### src/hw/rtl/tlbpt_pkg.sv
// tlbpt_pkg: shared constants, types and command/status structs
// for the tlb page translation unit; no dependencies
`timescale 1ns / 1ps
package tlbpt_pkg;
   localparam int TLB_ENTRIES = 16;
   localparam int FRAME_COUNT = 128;
   localparam int AGE_LIMIT   = 1024;
   localparam int TLB_IDX_W   = $clog2(TLB_ENTRIES);
   localparam int FRAME_IDX_W = $clog2(FRAME_COUNT);
   localparam int AGE_W       = $clog2(AGE_LIMIT + 1);
   localparam int PAGE_W      = 8;
   localparam int OFFSET_W    = 8;
   localparam int VA_W        = 16;
   localparam int PA_W        = 15;
   localparam int CSR_IDX_W   = 1;

   localparam logic [CSR_IDX_W-1:0] CSR_FRAME_POLICY = 1'd0;
   localparam logic [CSR_IDX_W-1:0] CSR_TLB_POLICY   = 1'd1;

   typedef enum logic [3:0] {
      ST_IDLE,
      ST_TLB_SCAN,
      ST_FRAME_SCAN,
      ST_FRAME_PICK,
      ST_TLB_INVAL,
      ST_TLB_PICK,
      ST_FRAME_AGE,
      ST_TLB_AGE,
      ST_RESPOND
   } state_type;

   typedef enum logic [2:0] {
      OP_NONE,
      OP_LOAD,
      OP_TLB_SCAN,
      OP_FRAME_SCAN,
      OP_FRAME_PICK,
      OP_TLB_INVAL,
      OP_TLB_PICK,
      OP_AGE
   } op_type;

   typedef struct packed {
      op_type                 op;
      logic                   first;   // first step of a sweep
      logic [FRAME_IDX_W-1:0] index;   // sweep position
      logic                   commit;  // finish step (write result of sweep)
   } cmd_type;

   typedef struct packed {
      logic hit;
      logic found;
   } status_type;
endpackage

### src/hw/rtl/tlbpt_ctrl.sv
// tlbpt_ctrl: controller state machine that sequences the sweeps
// depends on tlbpt_pkg
`timescale 1ns / 1ps
module tlbpt_ctrl (
   input  logic                 clock,
   input  logic                 reset,
   input  logic                 req_fire,
   input  logic                 rsp_fire,
   input  logic                 frame_policy,
   input  logic                 tlb_policy,
   input  tlbpt_pkg::status_type status,
   output tlbpt_pkg::cmd_type   cmd,
   output logic                 busy,
   output logic                 rsp_valid
);
   import tlbpt_pkg::*;

   state_type state_ff, state_in;
   logic [FRAME_IDX_W:0] count_ff, count_in;

   // state and sweep counter
   always_ff @(posedge clock) begin
      if (reset) begin
         state_ff <= ST_IDLE;
         count_ff <= '0;
      end else begin
         state_ff <= state_in;
         count_ff <= count_in;
      end
   end

   // next state and commands
   always_comb begin
      state_in  = state_ff;
      count_in  = count_ff + 1'b1;
      cmd.op    = OP_NONE;
      cmd.first = (count_ff == '0);
      cmd.index = count_ff[FRAME_IDX_W-1:0];
      cmd.commit = 1'b0;
      busy      = 1'b1;
      rsp_valid = 1'b0;
      unique case (state_ff)
         ST_IDLE: begin
            busy = 1'b0;
            count_in = '0;
            if (req_fire) begin
               cmd.op = OP_LOAD;
               state_in = ST_TLB_SCAN;
            end
         end
         ST_TLB_SCAN: begin
            cmd.op = OP_TLB_SCAN;
            if (count_ff == TLB_ENTRIES) begin
               cmd.op = OP_NONE;
               count_in = '0;
               if (status.hit) state_in = ST_FRAME_AGE;
               else state_in = ST_FRAME_SCAN;
            end
         end
         // one extra step compares the last frame read, one more to decide
         ST_FRAME_SCAN: begin
            cmd.op = OP_FRAME_SCAN;
            if (count_ff == FRAME_COUNT + 1) begin
               cmd.op = OP_NONE;
               count_in = '0;
               if (status.found) state_in = ST_TLB_PICK;
               else state_in = ST_FRAME_PICK;
            end
         end
         ST_FRAME_PICK: begin
            cmd.op = OP_FRAME_PICK;
            if (!frame_policy || count_ff == FRAME_COUNT) begin
               cmd.commit = 1'b1;
               count_in = '0;
               state_in = ST_TLB_INVAL;
            end
         end
         ST_TLB_INVAL: begin
            cmd.op = OP_TLB_INVAL;
            if (count_ff == TLB_ENTRIES - 1) begin
               count_in = '0;
               state_in = ST_TLB_PICK;
            end
         end
         ST_TLB_PICK: begin
            cmd.op = OP_TLB_PICK;
            if (!tlb_policy || count_ff == TLB_ENTRIES) begin
               cmd.commit = 1'b1;
               count_in = '0;
               state_in = ST_FRAME_AGE;
            end
         end
         // frame ages are written one step behind the registered read
         ST_FRAME_AGE: begin
            cmd.op = frame_policy ? OP_AGE : OP_NONE;
            if (!frame_policy || count_ff == FRAME_COUNT) begin
               count_in = '0;
               state_in = ST_TLB_AGE;
            end
         end
         ST_TLB_AGE: begin
            cmd.op = tlb_policy ? OP_AGE : OP_NONE;
            cmd.commit = 1'b1;
            if (!tlb_policy || count_ff == TLB_ENTRIES - 1) begin
               count_in = '0;
               state_in = ST_RESPOND;
            end
         end
         ST_RESPOND: begin
            count_in = '0;
            rsp_valid = 1'b1;
            if (rsp_fire) state_in = ST_IDLE;
         end
         default: state_in = ST_IDLE;
      endcase
   end
endmodule

### src/hw/rtl/tlbpt_datapath.sv
// tlbpt_datapath: tlb and inverted page table storage, sweep compare and
// victim logic; depends on tlbpt_pkg
`timescale 1ns / 1ps
module tlbpt_datapath (
   input  logic                    clock,
   input  logic                    reset,
   input  tlbpt_pkg::cmd_type      cmd,
   input  logic [tlbpt_pkg::VA_W-1:0] req_va,
   input  logic                    frame_policy,
   input  logic                    tlb_policy,
   output tlbpt_pkg::status_type   status,
   output logic [tlbpt_pkg::PA_W-1:0] rsp_pa,
   output logic                    rsp_hit,
   output logic                    rsp_fault
);
   import tlbpt_pkg::*;

   // tlb held in flip-flops, one row per entry
   logic [PAGE_W-1:0]      tag_ff   [TLB_ENTRIES];
   logic [FRAME_IDX_W-1:0] tframe_ff[TLB_ENTRIES];
   logic [TLB_ENTRIES-1:0] tvalid_ff;
   logic [AGE_W-1:0]       tage_ff  [TLB_ENTRIES];
   // frame table memory: owner and age; valid bits in flops
   logic [PAGE_W-1:0]      owner_mem[FRAME_COUNT];
   logic [AGE_W-1:0]       fage_mem [FRAME_COUNT];
   logic [FRAME_COUNT-1:0] fvalid_ff;

   logic [PAGE_W-1:0]      page_ff;
   logic [OFFSET_W-1:0]    offset_ff;
   logic [FRAME_IDX_W-1:0] frame_ff, ffifo_ff, best_f_ff;
   logic [TLB_IDX_W-1:0]   tfifo_ff, best_t_ff;
   logic [AGE_W-1:0]       best_age_ff;
   logic                   hit_ff, found_ff, fault_ff;
   logic [PAGE_W-1:0]      owner_rd_ff;
   logic [AGE_W-1:0]       fage_rd_ff;
   logic [FRAME_IDX_W-1:0] rd_idx_ff;
   logic                   rd_ok_ff;

   logic [TLB_IDX_W-1:0]   ti;
   logic [FRAME_IDX_W-1:0] fprev;
   logic [AGE_W-1:0]       fage_eff;
   assign ti    = cmd.index[TLB_IDX_W-1:0];
   assign fprev = cmd.index - 1'b1;

   // an unclaimed frame always reads as the age limit
   assign fage_eff = fvalid_ff[rd_idx_ff] ? fage_rd_ff : AGE_W'(AGE_LIMIT);

   // registered memory read, compared in the next cycle
   always_ff @(posedge clock) begin
      owner_rd_ff <= owner_mem[cmd.index];
      fage_rd_ff  <= fage_mem[cmd.index];
      rd_idx_ff   <= cmd.index;
   end

   always_ff @(posedge clock) begin
      if (reset) begin
         tvalid_ff <= '0;
         fvalid_ff <= '0;
         ffifo_ff  <= '0;
         tfifo_ff  <= '0;
         rd_ok_ff  <= 1'b0;
         for (int i = 0; i < TLB_ENTRIES; i++) begin
            tage_ff[i] <= AGE_W'(AGE_LIMIT);
            tag_ff[i] <= '0;
            tframe_ff[i] <= '0;
         end
      end else begin
         rd_ok_ff <= (cmd.op == OP_FRAME_SCAN || cmd.op == OP_FRAME_PICK ||
                      cmd.op == OP_AGE);
         case (cmd.op)
            // latch the request
            OP_LOAD: begin
               page_ff   <= req_va[VA_W-1:OFFSET_W];
               offset_ff <= req_va[OFFSET_W-1:0];
               hit_ff <= 1'b0; found_ff <= 1'b0; fault_ff <= 1'b0;
            end
            // first matching valid tlb entry
            OP_TLB_SCAN:
               if (!hit_ff && tvalid_ff[ti] && tag_ff[ti] == page_ff) begin
                  hit_ff <= 1'b1;
                  frame_ff <= tframe_ff[ti];
               end
            // first valid frame owned by the page (uses read of index-1)
            OP_FRAME_SCAN:
               if (!cmd.first && !found_ff && fvalid_ff[fprev] &&
                   owner_rd_ff == page_ff) begin
                  found_ff <= 1'b1;
                  frame_ff <= fprev;
               end
            // victim frame: fifo pointer or first oldest
            OP_FRAME_PICK: begin
               if (cmd.first) begin
                  best_age_ff <= '0;
                  best_f_ff <= '0;
               end else if (frame_policy && rd_ok_ff &&
                            (fprev == '0 || fage_eff > best_age_ff)) begin
                  best_age_ff <= fage_eff;
                  best_f_ff <= fprev;
               end
               if (cmd.commit) begin
                  logic [FRAME_IDX_W-1:0] v;
                  v = ffifo_ff;
                  if (frame_policy)
                     v = (fage_eff > best_age_ff) ? fprev : best_f_ff;
                  else
                     ffifo_ff <= ffifo_ff + 1'b1;
                  frame_ff <= v;
                  fault_ff <= 1'b1;
                  owner_mem[v] <= page_ff;
                  fvalid_ff[v] <= 1'b1;
                  // a frame claimed for the first time starts at the limit
                  if (!fvalid_ff[v]) fage_mem[v] <= AGE_W'(AGE_LIMIT);
               end
            end
            // drop tlb entries naming the reused frame
            OP_TLB_INVAL:
               if (tvalid_ff[ti] && tframe_ff[ti] == frame_ff) begin
                  tvalid_ff[ti] <= 1'b0;
                  tage_ff[ti] <= AGE_W'(AGE_LIMIT);
               end
            // tlb refill slot: fifo pointer or first oldest
            OP_TLB_PICK: begin
               if (cmd.first) begin
                  best_age_ff <= tage_ff[0];
                  best_t_ff <= '0;
               end else if (tlb_policy && cmd.index < FRAME_IDX_W'(TLB_ENTRIES) &&
                            tage_ff[ti] > best_age_ff) begin
                  best_age_ff <= tage_ff[ti];
                  best_t_ff <= ti;
               end
               if (cmd.commit) begin
                  logic [TLB_IDX_W-1:0] s;
                  s = tlb_policy ? best_t_ff : tfifo_ff;
                  if (!tlb_policy) tfifo_ff <= tfifo_ff + 1'b1;
                  tag_ff[s] <= page_ff;
                  tframe_ff[s] <= frame_ff;
                  tvalid_ff[s] <= 1'b1;
               end
            end
            // aging: frames from the registered read of index-1, then tlb rows
            OP_AGE: begin
               if (!cmd.commit) begin
                  if (!cmd.first) begin
                     if (fprev == frame_ff) fage_mem[fprev] <= '0;
                     else if (fage_eff < AGE_W'(AGE_LIMIT))
                        fage_mem[fprev] <= fage_eff + 1'b1;
                  end
               end else if (tvalid_ff[ti]) begin
                  if (tframe_ff[ti] == frame_ff) tage_ff[ti] <= '0;
                  else if (tage_ff[ti] < AGE_W'(AGE_LIMIT))
                     tage_ff[ti] <= tage_ff[ti] + 1'b1;
               end
            end
            default: ;
         endcase
      end
   end

   assign status.hit   = hit_ff;
   assign status.found = found_ff;
   assign rsp_pa    = PA_W'({frame_ff, offset_ff});
   assign rsp_hit   = hit_ff;
   assign rsp_fault = fault_ff;
endmodule

### src/hw/rtl/tlb_page_translation_unit.sv
// tlb_page_translation_unit: top level joining controller and datapath
// depends on tlbpt_pkg, tlbpt_ctrl, tlbpt_datapath
`timescale 1ns / 1ps
// Usage
//   req channel carries one 16-bit virtual address per transfer
//   (page in bits 15:8, offset in bits 7:0); rsp carries the 15-bit
//   physical address in tdata and {page_fault, tlb_hit} in tuser.
//   One access at a time: req_tready is high only while idle.
//   From request transfer to rsp_tvalid, a tlb hit runs the tlb scan and
//   the aging sweeps; a miss adds a frame table scan, a victim pick
//   (fifo pointer, or a full sweep under lru), an invalidate pass over
//   the tlb and a tlb slot pick (fifo pointer, or a sweep under lru).
//   The aging sweeps run over the frames (frame lru) and the tlb rows
//   (tlb lru) and are skipped under fifo policies.
//   The time to the result is set by the one-entry-a-cycle sweeps over the
//   frame table memory port and the tlb rows.
//   After the result is taken the unit returns to idle before the next
//   request can be taken.
//   The result waits in its register while rsp_tready is low; no new
//   request is accepted until it is taken.
//   Reset (synchronous, active high) clears valid bits, pointers, ages
//   of the tlb and policies at once; unclaimed frames read as the age
//   limit, so there is no clearing pass.
//   csr writes (index 0 frame policy, 1 tlb policy) belong in idle time.
module tlb_page_translation_unit (
   input  logic        clock,
   input  logic        reset,
   input  logic        req_tvalid,
   output logic        req_tready,
   input  logic [15:0] req_tdata,   // virtual_address[15:0]
   output logic        rsp_tvalid,
   input  logic        rsp_tready,
   output logic [15:0] rsp_tdata,   // physical_address[14:0], zero pad
   output logic [1:0]  rsp_tuser,   // {page_fault, tlb_hit}
   input  logic        csr_we,
   input  logic [tlbpt_pkg::CSR_IDX_W-1:0] csr_index,
   input  logic        csr_wdata
);
   import tlbpt_pkg::*;

   cmd_type    cmd;
   status_type status;
   logic busy, frame_policy_ff, tlb_policy_ff;
   logic [PA_W-1:0] pa;
   logic hit, fault;

   // configuration registers
   always_ff @(posedge clock) begin
      if (reset) begin
         frame_policy_ff <= 1'b0;
         tlb_policy_ff   <= 1'b0;
      end else if (csr_we) begin
         unique case (csr_index)
            CSR_FRAME_POLICY: frame_policy_ff <= csr_wdata;
            CSR_TLB_POLICY:   tlb_policy_ff   <= csr_wdata;
            default: ;
         endcase
      end
   end

   assign req_tready = !busy;

   tlbpt_ctrl u_ctrl (
      .clock(clock), .reset(reset),
      .req_fire(req_tvalid && req_tready),
      .rsp_fire(rsp_tvalid && rsp_tready),
      .frame_policy(frame_policy_ff), .tlb_policy(tlb_policy_ff),
      .status(status), .cmd(cmd), .busy(busy), .rsp_valid(rsp_tvalid)
   );

   tlbpt_datapath u_dp (
      .clock(clock), .reset(reset), .cmd(cmd), .req_va(req_tdata),
      .frame_policy(frame_policy_ff), .tlb_policy(tlb_policy_ff),
      .status(status), .rsp_pa(pa), .rsp_hit(hit), .rsp_fault(fault)
   );

   assign rsp_tdata = {1'b0, pa};
   assign rsp_tuser = {fault, hit};
endmodule

### config.mk
export PLATFORM = sky130hd
export DESIGN_NAME = tlb_page_translation_unit
export DESIGN_NICKNAME = d
export VERILOG_FILES = /design/src/hw/rtl/tlbpt_pkg.sv /design/src/hw/rtl/tlbpt_ctrl.sv /design/src/hw/rtl/tlbpt_datapath.sv /design/src/hw/rtl/tlb_page_translation_unit.sv
export SDC_FILE = /design/constraint.sdc
export NUM_CORES = 2
export LEC_CHECK = 0
export BUFFER_PORTS_ARGS = -buffer_cell sky130_fd_sc_hd__buf_4
export CAP_MARGIN = 20
export CORE_UTILIZATION = 28
export CTS_CLUSTER_DIAMETER = 120
export DETAILED_ROUTE_END_ITERATION = 12
export GPL_ROUTABILITY_DRIVEN = 0
export SLEW_MARGIN = 10
export SYNTH_ARGS = -nofsm -noshare
export SYNTH_HDL_FRONTEND = slang
export SYNTH_SLANG_ARGS = --single-unit
### constraint.sdc
create_clock -name clock -period 7.7 [get_ports clock]
set_input_delay 2.31 -clock clock [delete_from_list [all_inputs] [get_ports clock]]
set_output_delay 2.31 -clock clock [all_outputs]
set_load 0.01 [all_outputs]
==> flow_summary.yaml <==
run_status:
  run_status: "finished, final reports clean"
drt:
  routed_wl_um: 340000
  ant_nets: 0
  drt_iter0_markers: 8388
  wl_per_cell_um: 26.2
  drc: 0
  dr_total_vias: 66500
  routed_via_density: 5.12
  drt-pass1-iter-count: 6
yosys:
  syn_area_um2: 127000
  ys_seq_area_share_pct: 71.8
  synthDominantAreaCellType: "edfxtp_1"
  synth_cell_types: 89
  syn-num-nets: 6465
  ys.flop_type: "edfxtp_1"
  yosysMostFrequentCell: "edfxtp_1"
  synth_edf_count: 2896
  synthMuxAreaShare_pct: 18.6
  synth-simple-area-share_pct: 4.39
  synth_xor_area_share_pct: 0.450
  synth_area_leaders: "edfxtp_1 69%, mux4_2 18%, dfxtp_1 3.1%"
  synth_compound_gate_area_share_pct: 2.80
  synth_common_cells: "2896 x edfxtp_1, 1003 x mux4_2, 409 x nor2_1, 259 x clkbuf_1, 256 x and2_1"
  synth_top_family_by_area: "multiplexers"
  synth_seq_cells: 3092
  synth_top_cell_area_share_pct: 68.7
  ys_warn_count: 0
  syn_area_per_cell_um2: 19.7
  synthAdderAreaFrac_pct: 0.297
  async_flop_share_pct: 0
  syn_inst: 6412
timing:
  period_needed_ns: 7.39
  clock_skew_ns: 0.0746
  tns_ns: 0
  setup_violations: 0
  fmax_ghz: 0.135
  hold_viol_final: 0
  finalMaxSlewViolations: 0
  tightest_slew_ns: 1.14
  slew_headroom_pct: 24.1
  timing.final.crit_share_pct: 96.0
place:
  post-place-cells: 12400
  placed_area_um2: 136000
  numPortBuffers: 41
  place_hpwl_um: 216000
global_route:
  grt_pass1_wl_um: 489000
  overflow: 0
  grt_start_max_net_pins: 145
  grt_pass1_vias: 66100
  antenna_found_initial: 13
  grt_usage_pct: 14.5
layout:
  fin_nets: 6837
  area_delta_synth_final_pct: 16.1
  drive_above_1_share_pct: 30.0
  final_area_um2: 147000
  stdcell_count: 13000
critical_path:
  cp-start-kind: "flop"
  required_ns: 8.27
  arrival_ns: 7.96
  critical_path_class: "reg -> reg"
  rr_startpoint: "u_dp.rd_idx_ff[0]"
  critPathLaunch: "u_dp.rd_idx_ff[0]"
  cp-end-kind: "flop"
  crit_fanout: 42
die:
  dieHeight_um: 674
  fp.dieW_um: 674
  start_util_pct: 28.2
  core-area_um2: 449000
  die_area_um2: 455000
  num_io_pins: 43
  num_rows: 246
job:
  cap_violations: 0
cts:
  worst_skew_pair.late_latency_ns: 0.91
  cts_tree: "yes"
  cts_buffers: 320
  htree_levels: 5
  max-clock-path-buffers: 4
  postCtsSetupBuffers: 0
  cts_sinks: 3092
  cts_root_buf: "clkbuf_16"
  hold_buffers: 0
  clk_pin_slew_ns: 0.06
pwr:
  total_power_mw: 39.9
  leakage_nw: 49.4
  ir_worst_vdd_uv: 270
  power_density_nw_per_um2: 272
worst_hold_path:
  holdCritStartpoint: "u_dp.ffifo_ff[6]"
  hold_path_class: "reg -> reg"
-- critical path, stage by stage (launching register included) --
cell and delay, ns:
dfxtp_2 0.39, buf_4 0.22, mux4_2 0.53, a2111oi_0 0.39
and4b_1 0.28, or4_4 0.67, nand2_1 0.18, inv_1 0.06
ha_1 0.30, a21oi_1 0.19, o21ai_1 0.16, a2111oi_4 0.52
buf_4 0.23, o211ai_1 0.17, nand2_2 0.40, a211oi_1 0.10
nor4_1 0.46, o221ai_1 0.24, a2111oi_2 0.51, nand3_4 0.19
buf_12 0.23, a21oi_1 0.32, buf_4 0.25
-- cell type report --
type	count	area, um2
multi-input combinational	2835	34000
sequential	3092	90900
timing repair buffer	484	4050
clock buffer	384	8450
antenna	4	10.0
clock inverter	173	1860
inverter	51	194
fill	42300	302000
tap	5952	7450
-- power breakdown --
group          switching (mW)  internal, mW
combinational            3.29          2.53
clock                    6.46          8.90
sequential              0.217          18.5
total                    9.97          30.0
-- kinds of logic after synthesis --
logic type,Yosys count
other cells,1
simple gates,1138
buf+inv,485
fa+ha+maj,30
flops,3092
mux,1084
compound gates,517
xor+xnor,65
-- metal layers --
metal  vias up  track usage (%)  part of all wire [%]
met2      3210             23.2                    47
met3       455             2.49                   8.0
met4         4             3.55                   2.4
li1      27000                -                     -
met1     35800             20.7                    42
met5         -                0                0.0091
-- cells in the final DEF, fill, tap and decap left out, types with 12 or more instances in the layout --
master	n
nand4_1	20
nand3_1	107
bufinv_16	31
xor2_1	35
nand3b_1	20
clkinv_2	43
edfxtp_1	2896
buf_4	450
inv_1	47
clkbuf_8	16
nand2_1	184
mux2_2	36
dfxtp_1	188
o21ai_0	73
and2_1	255
inv_6	13
a21o_1	134
o21ai_1	20
clkbuf_16	324
clkinvlp_4	13
mux2i_1	40
a311oi_1	22
nor2_2	18
nor2b_1	13
clkinv_1	55
clkbuf_1	46
a21oi_1	116
a21boi_0	12
ha_1	29
nor2_1	398
a211oi_1	31
buf_12	27
mux4_2	1003
xnor2_1	27
nor2_4	31
nor3_1	18
-- registers in the layout, summed over array words and instances, names as in the netlist, 4 cells and up --
name              flops
u_dp.fage_mem      1408
u_dp.owner_mem     1024
u_dp.tage_ff        176
u_dp.fvalid_ff      128
u_dp.tag_ff         128
u_dp.tframe_ff      112
u_dp.tvalid_ff       16
u_dp.best_age_ff     11
u_dp.fage_rd_ff      11
u_ctrl.count_ff       8
u_dp.offset_ff        8
u_dp.owner_rd_ff      8
u_dp.page_ff          8
u_dp.best_f_ff        7
u_dp.ffifo_ff         7
u_dp.frame_ff         7
u_dp.rd_idx_ff        7
u_ctrl.state_ff       4
u_dp.best_t_ff        4
u_dp.tfifo_ff         4
-- timing repair --
item,in CTS,in global routing
cloned,0,2
hold endpoints to repair,0,0
setup endpoints to repair,37,1364
gates resized for setup,1,41
-- through the flow --
stage | worst slack (ns) | util, % | hold slack [ns]
floorplan | -0.558 | - | 0.326
global placement | -0.00510 | 30.3 | 0.474
detailed placement | -0.00629 | 30.3 | 0.494
CTS | 0.00534 | 32.6 | 0.502
global route | -0.0134 | 32.7 | 0.528
finish | 0.306 | 32.7 | 0.501
-- final timing paths --
path	end	slack (ns)	cells after the start
hold reg to reg	u_dp.ffifo_ff[6]	0.50	2
hold / removal	u_dp.ffifo_ff[6]	0.50	2
setup / recovery	u_dp.fage_mem[99][8]	0.31	22
setup reg to reg	u_dp.fage_mem[99][8]	0.31	22
Power figures use the tool's default switching activity.
